[src/hw/rtl/xset_pkg.sv]
// Package for the XML event tokenizer: phase, event and error codes,
// controller/datapath command and status types. No dependencies.
`default_nettype none
package xset_pkg;

	typedef enum logic [4:0] {
		PH_SKIP, PH_DOC, PH_DOC_LT, PH_PI, PH_PI_Q, PH_CMT, PH_CMT_D1, PH_CMT_D2,
		PH_STAG, PH_STAG_SL, PH_STAG_WS, PH_ANAME, PH_AEQ, PH_AVAL,
		PH_CONTENT, PH_CONTENT_LT, PH_ETAG, PH_DONE
	} phase_t;

	typedef enum logic [3:0] {
		EV_STARTDOC = 4'd0, EV_PI_BYTE = 4'd1, EV_PI_END = 4'd2, EV_NAME_BYTE = 4'd3,
		EV_ATTR_NAME = 4'd4, EV_ATTR_VALUE = 4'd5, EV_ATTR_END = 4'd6,
		EV_START_ELEM = 4'd7, EV_END_ELEM = 4'd8, EV_TEXT_BYTE = 4'd9,
		EV_TEXT_END = 4'd10, EV_ENDDOC = 4'd11, EV_ERROR = 4'd12
	} event_t;

	typedef enum logic [2:0] {
		ERR_NONE = 3'd0, ERR_BAD_START = 3'd1, ERR_BAD_PI_END = 3'd2,
		ERR_BAD_ELEM_END = 3'd3, ERR_BAD_QUOTE = 3'd4, ERR_PREMATURE = 3'd5,
		ERR_UNDERFLOW = 3'd6, ERR_OVERFLOW = 3'd7
	} err_t;

	// Sequencer states: idle, emit the queued list, then flush held spaces.
	typedef enum logic [1:0] {
		ST_IDLE, ST_EMIT, ST_FLUSH
	} ctl_state_t;

	localparam logic [7:0] CH_LT    = 8'h3C;
	localparam logic [7:0] CH_QM    = 8'h3F;
	localparam logic [7:0] CH_EXCL  = 8'h21;
	localparam logic [7:0] CH_DASH  = 8'h2D;
	localparam logic [7:0] CH_SLASH = 8'h2F;
	localparam logic [7:0] CH_GT    = 8'h3E;
	localparam logic [7:0] CH_EQ    = 8'h3D;
	localparam logic [7:0] CH_APOS  = 8'h27;
	localparam logic [7:0] CH_QUOT  = 8'h22;
	localparam logic [7:0] CH_LF    = 8'h0A;

	localparam int EVQ = 5; // planned events per byte, flush excluded

	typedef struct packed {
		event_t      ev;
		logic        use_byte;
		err_t        err;
	} plan_ev_t;

	// controller -> datapath
	typedef struct packed {
		logic load;       // item accepted: decode and plan
		logic advance;    // output slot taken: go to next planned event
		logic flush_step; // output slot taken during flush
	} dp_cmd_t;

	// datapath -> controller
	typedef struct packed {
		logic has_plan;   // a planned event of the byte is still to be sent
		logic plan_last;  // current planned event is the final planned one
		logic flush_req;  // a flush follows the plan
		logic flush_last; // current flush entry is the final one
	} dp_sts_t;

	function automatic logic is_ws(input logic [7:0] c);
		return c == 8'h20 || c == 8'h09 || c == 8'h0A || c == 8'h0B ||
			c == 8'h0C || c == 8'h0D;
	endfunction

endpackage
`default_nettype wire

[src/hw/rtl/xset_ram.sv]
// Generic single-port-write, single-read RAM with registered read.
// No dependencies.
`default_nettype none
module xset_ram #(
	parameter int WIDTH = 8,
	parameter int DEPTH = 16,
	localparam int AW = (DEPTH > 1) ? $clog2(DEPTH) : 1
) (
	input  wire logic             clk,
	input  wire logic             we,
	input  wire logic [AW-1:0]    waddr,
	input  wire logic [WIDTH-1:0] wdata,
	input  wire logic [AW-1:0]    raddr,
	output logic [WIDTH-1:0]      rdata
);
	logic [WIDTH-1:0] mem_q [DEPTH];

	always_ff @(posedge clk) begin
		if (we) mem_q[waddr] <= wdata;
		rdata <= mem_q[raddr];
	end
endmodule
`default_nettype wire

[src/hw/rtl/xset_ctl.sv]
// Controller: input/output handshake and event sequencing.
// Depends on xset_pkg.
`default_nettype none
module xset_ctl import xset_pkg::*; (
	input  wire logic    clk,
	input  wire logic    arst_n,
	input  wire logic    in_valid,
	output logic         in_ready,
	output logic         out_valid,
	input  wire logic    out_ready,
	output logic         out_last,
	output dp_cmd_t      cmd,
	input  wire dp_sts_t sts
);
	ctl_state_t state_q, state_d;
	logic take;

	always_ff @(posedge clk or negedge arst_n) begin
		if (!arst_n) state_q <= ST_IDLE;
		else state_q <= state_d;
	end

	assign take = out_valid && out_ready;

	always_comb begin
		state_d   = state_q;
		in_ready  = 1'b0;
		out_valid = 1'b0;
		out_last  = 1'b0;
		cmd       = '0;
		unique case (state_q)
			ST_IDLE: begin
				in_ready = 1'b1;
				if (in_valid) begin
					cmd.load = 1'b1;
					state_d  = ST_EMIT;
				end
			end
			ST_EMIT: begin
				out_valid = sts.has_plan;
				out_last  = sts.plan_last && !sts.flush_req;
				if (!sts.has_plan) begin
					state_d = sts.flush_req ? ST_FLUSH : ST_IDLE;
				end else if (take) begin
					cmd.advance = 1'b1;
					if (sts.plan_last) state_d = sts.flush_req ? ST_FLUSH : ST_IDLE;
				end
			end
			ST_FLUSH: begin
				out_valid = 1'b1;
				out_last  = sts.flush_last;
				if (take) begin
					cmd.flush_step = 1'b1;
					if (sts.flush_last) state_d = ST_IDLE;
				end
			end
			default: state_d = ST_IDLE;
		endcase
	end
endmodule
`default_nettype wire

[src/hw/rtl/xset_dp.sv]
// Datapath: parse phase, position and depth counters, event planning,
// and the held-whitespace store. Depends on xset_pkg and xset_ram.
`default_nettype none
module xset_dp import xset_pkg::*; #(
	parameter int MAX_DEPTH     = 255,
	parameter int PENDING_SPACE = 16
) (
	input  wire logic        clk,
	input  wire logic        arst_n,
	input  wire logic        op,
	input  wire logic [7:0]  data_byte,
	input  wire dp_cmd_t     cmd,
	input  wire logic        in_flush,
	output dp_sts_t          sts,
	output logic [3:0]       event_res,
	output logic [7:0]       event_byte,
	output logic [2:0]       error_code,
	output logic [23:0]      line_number,
	output logic [15:0]      column_number,
	output logic [7:0]       nesting_depth
);
	localparam int DW = $clog2(MAX_DEPTH + 1);
	localparam int AW = (PENDING_SPACE > 1) ? $clog2(PENDING_SPACE) : 1;
	localparam int CW = $clog2(PENDING_SPACE + 1);
	localparam int QW = $clog2(EVQ);

	phase_t          phase_q, ph_n;
	logic [DW-1:0]   depth_q, dep_n;
	logic [23:0]     line_q, line_n;
	logic [15:0]     col_q, col_n;
	logic            started_q, txt_q, txt_n;
	logic [CW-1:0]   pcnt_q, pcnt_n;
	logic [7:0]      byte_q;

	// planned events with the depth each one shows
	plan_ev_t        plan_q [EVQ];
	logic [DW-1:0]   pdep_q [EVQ];
	plan_ev_t        pl [EVQ];
	logic [DW-1:0]   pd [EVQ];
	logic [QW:0]     n_pl, cnt_q;
	logic [QW-1:0]   idx_q;
	logic            flush_q, fl_n;
	logic            flush_tail_q, ftail_n; // flushed run ends with the new byte
	logic [CW-1:0]   fidx_q, fcnt_q, fl_cnt;
	logic            wr_en;
	logic [AW-1:0]   raddr;
	logic [7:0]      rdata;
	logic [DW-1:0]   cur_dep;
	logic            d0, dmax;

	// end of input clears position, but its events show the old position
	logic [23:0]     line_prev_q;
	logic [15:0]     col_prev_q;
	logic            op_q;

	xset_ram #(.WIDTH(8), .DEPTH(PENDING_SPACE)) u_ram (
		.clk(clk), .we(wr_en && cmd.load), .waddr(pcnt_q[AW-1:0]), .wdata(data_byte),
		.raddr(raddr), .rdata(rdata)
	);

	function automatic logic is_q(input logic [7:0] c);
		return c == CH_APOS || c == CH_QUOT;
	endfunction

	// event planning for one accepted item
	always_comb begin
		logic [7:0] c;
		c       = data_byte;
		ph_n    = phase_q;
		dep_n   = depth_q;
		line_n  = line_q;
		col_n   = col_q;
		txt_n   = txt_q;
		pcnt_n  = pcnt_q;
		fl_n    = 1'b0;
		ftail_n = 1'b0;
		fl_cnt  = pcnt_q;
		wr_en   = 1'b0;
		n_pl    = '0;
		for (int i = 0; i < EVQ; i++) begin
			pl[i] = '{ev: EV_STARTDOC, use_byte: 1'b0, err: ERR_NONE};
			pd[i] = '0;
		end
		cur_dep = depth_q;
		d0   = depth_q == '0;
		dmax = depth_q == DW'(MAX_DEPTH);
		if (!started_q) begin
			pl[0] = '{EV_STARTDOC, 1'b0, ERR_NONE}; pd[0] = depth_q; n_pl = (QW+1)'(1);
		end
		if (op) begin
			if (phase_q != PH_DONE) begin
				pl[n_pl[QW-1:0]] = '{EV_ERROR, 1'b0, ERR_PREMATURE};
				pd[n_pl[QW-1:0]] = depth_q;
				pl[n_pl[QW-1:0] + 1'b1] = '{EV_ENDDOC, 1'b0, ERR_NONE};
				pd[n_pl[QW-1:0] + 1'b1] = depth_q;
				n_pl = n_pl + 2'd2;
			end
		end else if (phase_q != PH_DONE) begin
			if (c == CH_LF) begin
				if (line_q != 24'hFFFFFF) line_n = line_q + 24'd1;
				col_n = '0;
			end else if (col_q != 16'hFFFF) begin
				col_n = col_q + 16'd1;
			end
			// the cases below push events in order through this slot index
			unique case (phase_q)
				PH_SKIP, PH_DOC: begin
					if (phase_q == PH_DOC || !is_ws(c)) begin
						if (c == CH_LT) ph_n = PH_DOC_LT;
						else begin
							ph_n = PH_DOC;
							pl[n_pl[QW-1:0]] = '{EV_ERROR, 1'b1, ERR_BAD_START};
							pd[n_pl[QW-1:0]] = depth_q; n_pl = n_pl + 1'b1;
						end
					end
				end
				PH_DOC_LT: begin
					if (c == CH_QM) ph_n = PH_PI;
					else if (c == CH_EXCL) ph_n = PH_CMT;
					else begin
						ph_n = PH_STAG;
						pl[n_pl[QW-1:0]] = '{EV_NAME_BYTE, 1'b1, ERR_NONE};
						pd[n_pl[QW-1:0]] = depth_q; n_pl = n_pl + 1'b1;
					end
				end
				PH_PI: begin
					if (c == CH_QM) ph_n = PH_PI_Q;
					else begin
						pl[n_pl[QW-1:0]] = '{EV_PI_BYTE, 1'b1, ERR_NONE};
						pd[n_pl[QW-1:0]] = depth_q; n_pl = n_pl + 1'b1;
					end
				end
				PH_PI_Q: begin
					if (c != CH_GT) begin
						pl[n_pl[QW-1:0]] = '{EV_ERROR, 1'b1, ERR_BAD_PI_END};
						pd[n_pl[QW-1:0]] = depth_q; n_pl = n_pl + 1'b1;
					end
					pl[n_pl[QW-1:0]] = '{EV_PI_END, 1'b0, ERR_NONE};
					pd[n_pl[QW-1:0]] = depth_q; n_pl = n_pl + 1'b1;
					ph_n = PH_CONTENT;
				end
				PH_CMT: if (c == CH_DASH) ph_n = PH_CMT_D1;
				PH_CMT_D1: ph_n = (c == CH_DASH) ? PH_CMT_D2 : PH_CMT;
				PH_CMT_D2: ph_n = (c == CH_GT) ? PH_CONTENT : PH_CMT;
				PH_STAG, PH_STAG_WS, PH_CONTENT_LT: begin
					if (phase_q == PH_STAG_WS && is_ws(c)) begin
						ph_n = PH_STAG_WS;
					end else if (phase_q == PH_CONTENT_LT && c == CH_SLASH) begin
						ph_n = PH_ETAG;
					end else if (phase_q == PH_CONTENT_LT && c == CH_EXCL) begin
						ph_n = PH_CMT;
					end else if (c == CH_SLASH) begin
						ph_n = PH_STAG_SL;
					end else if (c == CH_GT) begin
						ph_n = PH_CONTENT;
						if (!dmax) cur_dep = depth_q + 1'b1;
						pl[n_pl[QW-1:0]] = '{EV_START_ELEM, 1'b0, ERR_NONE};
						pd[n_pl[QW-1:0]] = cur_dep; n_pl = n_pl + 1'b1;
						if (dmax) begin
							pl[n_pl[QW-1:0]] = '{EV_ERROR, 1'b1, ERR_OVERFLOW};
							pd[n_pl[QW-1:0]] = cur_dep; n_pl = n_pl + 1'b1;
						end
						dep_n = cur_dep;
					end else if (phase_q == PH_STAG_WS) begin
						ph_n = PH_ANAME;
						pl[n_pl[QW-1:0]] = '{EV_ATTR_NAME, 1'b1, ERR_NONE};
						pd[n_pl[QW-1:0]] = depth_q; n_pl = n_pl + 1'b1;
					end else if (is_ws(c)) begin
						ph_n = PH_STAG_WS;
					end else begin
						ph_n = PH_STAG;
						pl[n_pl[QW-1:0]] = '{EV_NAME_BYTE, 1'b1, ERR_NONE};
						pd[n_pl[QW-1:0]] = depth_q; n_pl = n_pl + 1'b1;
					end
				end
				PH_STAG_SL: begin
					// self-closing: open then close; worst case is bad end, open,
					// overflow, close and enddoc (MAX_DEPTH of 1), startdoc never owed
					if (c != CH_GT) begin
						pl[n_pl[QW-1:0]] = '{EV_ERROR, 1'b1, ERR_BAD_ELEM_END};
						pd[n_pl[QW-1:0]] = depth_q; n_pl = n_pl + 1'b1;
					end
					ph_n = PH_CONTENT;
					if (!dmax) cur_dep = depth_q + 1'b1;
					pl[n_pl[QW-1:0]] = '{EV_START_ELEM, 1'b0, ERR_NONE};
					pd[n_pl[QW-1:0]] = cur_dep; n_pl = n_pl + 1'b1;
					if (dmax) begin
						pl[n_pl[QW-1:0]] = '{EV_ERROR, 1'b1, ERR_OVERFLOW};
						pd[n_pl[QW-1:0]] = cur_dep; n_pl = n_pl + 1'b1;
					end
					// cur_dep is nonzero after open since MAX_DEPTH is at least 1
					cur_dep = cur_dep - 1'b1;
					pl[n_pl[QW-1:0]] = '{EV_END_ELEM, 1'b0, ERR_NONE};
					pd[n_pl[QW-1:0]] = cur_dep; n_pl = n_pl + 1'b1;
					if (cur_dep == '0) begin
						pl[n_pl[QW-1:0]] = '{EV_ENDDOC, 1'b0, ERR_NONE};
						pd[n_pl[QW-1:0]] = cur_dep; n_pl = n_pl + 1'b1;
						ph_n = PH_DONE;
					end
					dep_n = cur_dep;
				end
				PH_ANAME: begin
					if (c == CH_EQ) ph_n = PH_AEQ;
					else if (!is_ws(c)) begin
						pl[n_pl[QW-1:0]] = '{EV_ATTR_NAME, 1'b1, ERR_NONE};
						pd[n_pl[QW-1:0]] = depth_q; n_pl = n_pl + 1'b1;
					end
				end
				PH_AEQ: begin
					if (!is_ws(c)) begin
						if (!is_q(c)) begin
							pl[n_pl[QW-1:0]] = '{EV_ERROR, 1'b1, ERR_BAD_QUOTE};
							pd[n_pl[QW-1:0]] = depth_q; n_pl = n_pl + 1'b1;
						end
						ph_n = PH_AVAL;
					end
				end
				PH_AVAL: begin
					if (is_q(c)) begin
						pl[n_pl[QW-1:0]] = '{EV_ATTR_END, 1'b0, ERR_NONE};
						ph_n = PH_STAG;
					end else begin
						pl[n_pl[QW-1:0]] = '{EV_ATTR_VALUE, 1'b1, ERR_NONE};
					end
					pd[n_pl[QW-1:0]] = depth_q; n_pl = n_pl + 1'b1;
				end
				PH_CONTENT: begin
					if (c == CH_LT) begin
						if (txt_q) begin
							pl[n_pl[QW-1:0]] = '{EV_TEXT_END, 1'b0, ERR_NONE};
							pd[n_pl[QW-1:0]] = depth_q; n_pl = n_pl + 1'b1;
						end
						txt_n  = 1'b0;
						pcnt_n = '0;
						ph_n   = PH_CONTENT_LT;
					end else if (is_ws(c)) begin
						if (txt_q) begin
							if (pcnt_q != CW'(PENDING_SPACE)) begin
								wr_en  = 1'b1;
								pcnt_n = pcnt_q + 1'b1;
							end else begin
								fl_n    = 1'b1;
								ftail_n = 1'b1;
								pcnt_n  = '0;
							end
						end
					end else begin
						fl_n    = 1'b1;
						ftail_n = 1'b1;
						pcnt_n  = '0;
						txt_n   = 1'b1;
					end
				end
				PH_ETAG: begin
					if (c == CH_GT) begin
						ph_n = PH_CONTENT;
						pl[n_pl[QW-1:0]] = '{EV_END_ELEM, 1'b0, ERR_NONE};
						if (d0) begin
							pd[n_pl[QW-1:0]] = depth_q; n_pl = n_pl + 1'b1;
							pl[n_pl[QW-1:0]] = '{EV_ERROR, 1'b1, ERR_UNDERFLOW};
							pd[n_pl[QW-1:0]] = depth_q; n_pl = n_pl + 1'b1;
						end else begin
							dep_n = depth_q - 1'b1;
							pd[n_pl[QW-1:0]] = dep_n; n_pl = n_pl + 1'b1;
							if (dep_n == '0) begin
								pl[n_pl[QW-1:0]] = '{EV_ENDDOC, 1'b0, ERR_NONE};
								pd[n_pl[QW-1:0]] = dep_n; n_pl = n_pl + 1'b1;
								ph_n = PH_DONE;
							end
						end
					end
				end
				default: ph_n = PH_DONE;
			endcase
		end
	end

	// flush runs the held entries then the new byte itself
	assign raddr = fidx_q[AW-1:0] + ((cmd.flush_step) ? AW'(1) : AW'(0));

	always_ff @(posedge clk or negedge arst_n) begin
		if (!arst_n) begin
			phase_q   <= PH_SKIP;
			depth_q   <= '0;
			line_q    <= 24'd1;
			col_q     <= '0;
			started_q <= 1'b0;
			txt_q     <= 1'b0;
			pcnt_q    <= '0;
			cnt_q     <= '0;
			idx_q     <= '0;
			flush_q   <= 1'b0;
			flush_tail_q <= 1'b0;
			fidx_q    <= '0;
			fcnt_q    <= '0;
		end else if (cmd.load) begin
			idx_q  <= '0;
			cnt_q  <= n_pl;
			flush_q <= fl_n;
			flush_tail_q <= ftail_n;
			fidx_q <= '0;
			fcnt_q <= fl_cnt;
			if (op) begin
				phase_q   <= PH_SKIP;
				depth_q   <= '0;
				line_q    <= 24'd1;
				col_q     <= '0;
				started_q <= 1'b0;
				txt_q     <= 1'b0;
				pcnt_q    <= '0;
			end else begin
				phase_q   <= ph_n;
				depth_q   <= dep_n;
				line_q    <= line_n;
				col_q     <= col_n;
				started_q <= 1'b1;
				txt_q     <= txt_n;
				pcnt_q    <= pcnt_n;
			end
		end else if (cmd.advance) begin
			idx_q <= idx_q + 1'b1;
			cnt_q <= cnt_q - 1'b1;
		end else if (cmd.flush_step) begin
			fidx_q <= fidx_q + 1'b1;
		end
	end

	always_ff @(posedge clk) begin
		if (cmd.load) begin
			byte_q <= data_byte;
			for (int i = 0; i < EVQ; i++) begin
				plan_q[i] <= pl[i];
				pdep_q[i] <= pd[i];
			end
		end
	end

	logic flush_on_byte;
	assign flush_on_byte = fidx_q == fcnt_q;

	always_comb begin
		sts.has_plan   = cnt_q != '0;
		sts.plan_last  = cnt_q == (QW+1)'(1);
		sts.flush_req  = flush_q;
		sts.flush_last = flush_on_byte && flush_tail_q;
		if (in_flush) begin
			event_res     = EV_TEXT_BYTE;
			event_byte    = flush_on_byte ? byte_q : rdata;
			error_code    = ERR_NONE;
			nesting_depth = 8'(depth_q);
		end else begin
			event_res     = plan_q[idx_q].ev;
			event_byte    = plan_q[idx_q].use_byte ? byte_q : 8'd0;
			error_code    = plan_q[idx_q].err;
			nesting_depth = 8'(pdep_q[idx_q]);
		end
		// positions of startdoc on the first byte still read line 1 column 0
		if (!in_flush && plan_q[idx_q].ev == EV_STARTDOC) begin
			line_number   = 24'd1;
			column_number = 16'd0;
		end else if (!in_flush && plan_q[idx_q].err == ERR_PREMATURE) begin
			line_number   = line_prev_q;
			column_number = col_prev_q;
		end else if (!in_flush && plan_q[idx_q].ev == EV_ENDDOC && op_q) begin
			line_number   = line_prev_q;
			column_number = col_prev_q;
		end else begin
			line_number   = line_q;
			column_number = col_q;
		end
	end

	always_ff @(posedge clk) begin
		if (cmd.load) begin
			line_prev_q <= line_q;
			col_prev_q  <= col_q;
			op_q        <= op;
		end
	end
endmodule
`default_nettype wire

[src/hw/rtl/xml_sax_event_tokenizer.sv]
// XML SAX tokenizer top level: ties the controller and the datapath.
// Depends on xset_pkg, xset_ctl, xset_dp.
//
// One byte (or end-of-input mark) is taken per item; it is decoded in the
// accept cycle into up to five planned events (five only when MAX_DEPTH is 1),
// which then leave one per cycle while the receiver is ready. An item with
// no events passes through the accept and emit states before the next.
// A text byte that releases held whitespace bytes goes through accept,
// an empty emit state, then the held run from a small RAM (one entry a
// cycle, registered read) and the byte itself. Receiver stalls hold the
// output. The next item is not taken until the last event of the current
// one has left, so item rate is set by the one-event-per-cycle sequencer.
`default_nettype none
module xml_sax_event_tokenizer import xset_pkg::*; #(
	parameter int MAX_DEPTH     = 255,
	parameter int PENDING_SPACE = 16
) (
	input  wire logic        clk,
	input  wire logic        arst_n,
	input  wire logic        in_valid,
	output logic             in_ready,
	input  wire logic        op,
	input  wire logic [7:0]  data_byte,
	output logic             out_valid,
	input  wire logic        out_ready,
	output logic [3:0]       event_res,
	output logic [7:0]       event_byte,
	output logic [2:0]       error_code,
	output logic [23:0]      line_number,
	output logic [15:0]      column_number,
	output logic [7:0]       nesting_depth,
	output logic             last
);
	dp_cmd_t cmd;
	dp_sts_t sts;
	logic    in_flush;

	assign in_flush = out_valid && !sts.has_plan;

	xset_ctl u_ctl (
		.clk(clk), .arst_n(arst_n), .in_valid(in_valid), .in_ready(in_ready),
		.out_valid(out_valid), .out_ready(out_ready), .out_last(last),
		.cmd(cmd), .sts(sts)
	);

	xset_dp #(.MAX_DEPTH(MAX_DEPTH), .PENDING_SPACE(PENDING_SPACE)) u_dp (
		.clk(clk), .arst_n(arst_n), .op(op), .data_byte(data_byte),
		.cmd(cmd), .in_flush(in_flush), .sts(sts),
		.event_res(event_res), .event_byte(event_byte), .error_code(error_code),
		.line_number(line_number), .column_number(column_number),
		.nesting_depth(nesting_depth)
	);
endmodule
`default_nettype wire

[config.mk]
export PLATFORM = sky130hd
export DESIGN_NAME = xml_sax_event_tokenizer
export DESIGN_NICKNAME = d
export VERILOG_FILES = /design/src/hw/rtl/xset_pkg.sv /design/src/hw/rtl/xset_ram.sv /design/src/hw/rtl/xset_ctl.sv /design/src/hw/rtl/xset_dp.sv /design/src/hw/rtl/xml_sax_event_tokenizer.sv
export SDC_FILE = /design/constraint.sdc
export NUM_CORES = 1
export LEC_CHECK = 0
export BUFFER_PORTS_ARGS = -buffer_cell sky130_fd_sc_hd__buf_2
export CAP_MARGIN = 10
export CORE_AREA = 5 5 204 186
export CTS_CLUSTER_SIZE = 10
export DETAILED_ROUTE_END_ITERATION = 8
export DIE_AREA = 0 0 209 191
export PLACE_DENSITY_LB_ADDON = 0.12
export SLEW_MARGIN = 20
export SYNTH_ARGS = -nofsm -noshare
export SYNTH_HDL_FRONTEND = slang
export SYNTH_SLANG_ARGS = --single-unit
[constraint.sdc]
create_clock -name clk -period 10.2 [get_ports clk]
set_input_delay 1.02 -clock clk [delete_from_list [all_inputs] [get_ports clk]]
set_output_delay 1.02 -clock clk [all_outputs]
set_load 0.005 [all_outputs]
==> impl_metrics.toml <==
[worst_setup_path]
cp_top_family = "compound AO/OA/AOI/OAI gates"
worst_ep_required_time_ps = 10510
rr_endpoint = "u_dp.pdep_q[2][7]"
crit_path_end_kind = "register"
r2r_start = "u_dp.depth_q[1]"
crit_path_cell_trace = "ha_1 -> and4_4 -> and2_1 -> buf_4 -> clkinv_1 -> nand2_1 -> nand2_1 -> ha_1 -> xnor2_1 -> nor4_4 -> o21a_1 -> a31oi_2 -> o221ai_1 -> a311o_1"
worstPathMaxFanout = 26
critPathMaxStageDelay_ps = 810
critPathSlowestCell = "dfrtp_1"
reg2reg_setup_slack_ps = 4150
r2r_cells = 14
crit_type = "reg -> reg"
worst-path-buf-inv = 2
worst_setup_path_start_kind = "register"
crit_arrival_ps = 6360

[timing]
maxClockFrequency_mhz = 165
worst_slew_pin_slew_ps = 1130
skew_ps = 40.7
layout_worst_path_cycle_share = 0.593
timing_hold_violations_final = 0
setup-violations-final = 0
fin_setup_tns_ps = 0
grt_setup_unrepaired = "no"
report.final.slew_viol_count = 0
max-slew-margin-rel = 0.243
period_needed_ps = 6050

[routing]
drcViolationCount = 0
via_count = 16400
vias_per_cell = 6.76
dr.first_iter.drc_count = 2168
antenna_left = 0
drt_wl_total_um = 64400
drtPass1Iterations = 6
routedWlPerCell_um = 26.6

[synth]
syn-cell-area_mm2 = 0.0196
yosysTopAreaCell = "edfxtp_1"
synthArstFlopShare = 0.239
synth_cells = 1876
yosys_warnings = 0
synth_edf_count = 247
synth_nets = 1940
synthDistinctLibCells = 92
synth.top_cell.area_share = 0.379
synth-seq-cells = 335
avgSynthCellArea_um2 = 10.4
yosys-top-cells-area = "edfxtp_1 38%, dfrtp_1 10%, mux4_2 6.4%"
yosysSeqAreaShare = 0.489
synthFlopType = "edfxtp_1"

[power_and_ir_drop]
p_per_area_mw_per_mm2 = 254
ir_drop_mv = 0.200
p_leak_nw = 7.85
p_comb_frac = 0.416
clkPwrFrac = 0.250
switching_power_mw = 2.29
internal_power_mw = 3.21
seqPwrFrac = 0.333
power.share.switching = 0.416

[floorplan]
rows = 66
start_util = 0.549
core_area_mm2 = 0.0357
die_area_mm2 = 0.0399
die_h_um = 191
die_w_um = 209
ios = 79

[place]
placed_cell_area_mm2 = 0.0204
dp_hpwl_um = 44500
port_buffers = 78
gp_congestion = 1.00

[layout]
nets = 1975
finalCoreUtilization = 0.608
fin_area_mm2 = 0.0217
drive_gt1_frac = 0.138
area_delta_synth_final_pct = 10.7

[grt]
antenna_found_initial = 1
grt_pass1_wl_um = 97600
gr-usage-all-layers = 0.319
grt_max_degree = 84
grt_overflow = 0
grt_pass1_vias = 15500

[cts]
cts_made_buffers = 41
cts_tree = "built"
cts-root-buf = "clkbuf_16"
cts_sinks = 335
htree_levels = 2
cts-resized-gates = 0
postCtsSetupBuffers = 0
hold_buffers = 0
clockBufferDepth = 3
worstSkewPairLatency_ps = 580
clk_pin_slew_worst_paths_ps = 70

[run]
drv_cap = 0

[worst_hold_path]
hold_class = "in -> async"

[status]
outcome = "complete, no violations"
-- how the worst max path moves through the flow --
stage / from / end / cells past startpoint
after floorplan: in_valid / u_dp.byte_q[0] / 4
after global placement: u_dp.depth_q[1] / u_dp.pdep_q[2][7] / 14
after detailed placement: u_dp.depth_q[1] / u_dp.pdep_q[2][7] / 14
after CTS: u_dp.depth_q[1] / u_dp.pdep_q[2][7] / 14
after global routing: u_dp.depth_q[1] / u_dp.pdep_q[2][7] / 14
final: u_dp.depth_q[1] / u_dp.pdep_q[2][7] / 14
-- registers in the layout (all words and copies together) (netlist names), 2 cells and up --
register / cells
u_dp.u_ram.mem_q: 128
u_dp.idx_q: 3
u_dp.col_q: 16
u_dp.byte_q: 8
u_dp.u_ram.rdata: 8
u_dp.fidx_q: 5
u_ctl.state_q: 2
u_dp.col_prev_q: 16
u_dp.fl_cnt: 5
u_dp.line_q: 24
u_dp.fcnt_q: 5
u_dp.line_prev_q: 24
u_dp.pdep_q: 40
u_dp.plan_q: 30
u_dp.depth_q: 8
u_dp.cnt_q: 4
u_dp.phase_q: 5
-- layout make-up --
type	count	area, um^2
clock inverters	9	121
repair buffers	122	723
inverters	42	163
fillers	2987	14000
clock buffers	66	1140
flip-flops and latches	335	9580
multi-input cells	1369	9370
diodes	3	7.51
well taps	476	596
-- cell usage after synthesis (all sizes together), types with 16 or more instances --
master / instances
a21oi: 110
buf: 33
inv: 39
nand4: 22
and3: 25
a31oi: 18
edfxtp: 247
nor3: 40
a221oi: 16
nand3: 61
nor2: 221
xor2: 34
mux4: 56
nand2: 194
o21ai: 117
ha: 50
o22ai: 26
dfrtp: 79
mux2i: 57
xnor2: 33
and2: 23
clkbuf: 97
-- cells in the final DEF (no fill, tap or decap), types with 13 or more instances in the layout --
cell type / Yosys / final
xnor2_1: 33 / 33
dfrtp_1: 79 / 77
and2_1: 22 / 22
clkbuf_16: 0 / 41
mux2i_1: 57 / 57
clkbuf_1: 97 / 23
nor3_1: 39 / 38
nand4_1: 22 / 22
mux4_2: 56 / 56
o211ai_1: 13 / 13
a31oi_1: 17 / 16
edfxtp_1: 247 / 247
xor2_1: 34 / 34
and3_1: 25 / 25
nand2_1: 194 / 194
a221oi_1: 16 / 16
nor2_1: 221 / 218
o31ai_1: 15 / 15
a22o_1: 13 / 13
inv_1: 37 / 36
ha_1: 50 / 48
nand2b_1: 15 / 15
buf_2: 19 / 77
o21ai_0: 111 / 110
nand3_1: 61 / 61
buf_4: 2 / 45
a21oi_1: 110 / 109
o22ai_1: 26 / 26
-- layer usage --
metal | vias up | track usage | wire (um)
li1 | 7187 | - | -
met1 | 8019 | 0.480 | 27700
met2 | 1027 | 0.443 | 26500
met3 | 145 | 0.112 | 8490
met4 | 0 | 0.0811 | 1710
met5 | - | 0 | 0
-- kinds of logic after synthesis --
kind of cell	Yosys count	synth area share
AOI/OAI and AO/OA	466	0.158
DFF	335	0.489
xor gates and xnor gates	67	0.0299
and+or+nand+nor	669	0.160
muxes	115	0.0946
buffers and inverters	172	0.0353
adders and majority gates	52	0.0335
-- worst register-to-register path, cell delays in order (launching register included) --
cell and delay, ps:
dfrtp_1 810, ha_1 450, and4_4 310, and2_1 140, buf_4 300, clkinv_1 620
nand2_1 350, nand2_1 180, ha_1 330, xnor2_1 570, nor4_4 110, o21a_1 310
a31oi_2 760, o221ai_1 240, a311o_1 300
-- stage by stage --
| step | hold WS, ps | power, mW | setup WS (ps) | std cells |
|---|---|---|---|---|
| global route | 363 | 5.77 | 3830 | 2419 |
| finish | 346 | 5.51 | 4150 | 2422 |
| floorplan | 425 | 3.27 | 4680 | 1876 |
| detailed placement | 438 | 4.07 | 4380 | 2344 |
| global placement | 429 | 4.06 | 4690 | 2344 |
| CTS | 346 | 5.45 | 4340 | 2419 |
-- power by group through the flow --
stage / sequential [mW] / combinational [mW] / clock, mW
detailed placement: 1.86 / 2.21 / 0
global route: 1.86 / 2.45 / 1.46
finish: 1.84 / 2.29 / 1.38
global placement: 1.85 / 2.21 / 0
CTS: 1.83 / 2.22 / 1.40
floorplan: 1.77 / 1.49 / 0
No activity file was read; power rests on OpenSTA's default activity.
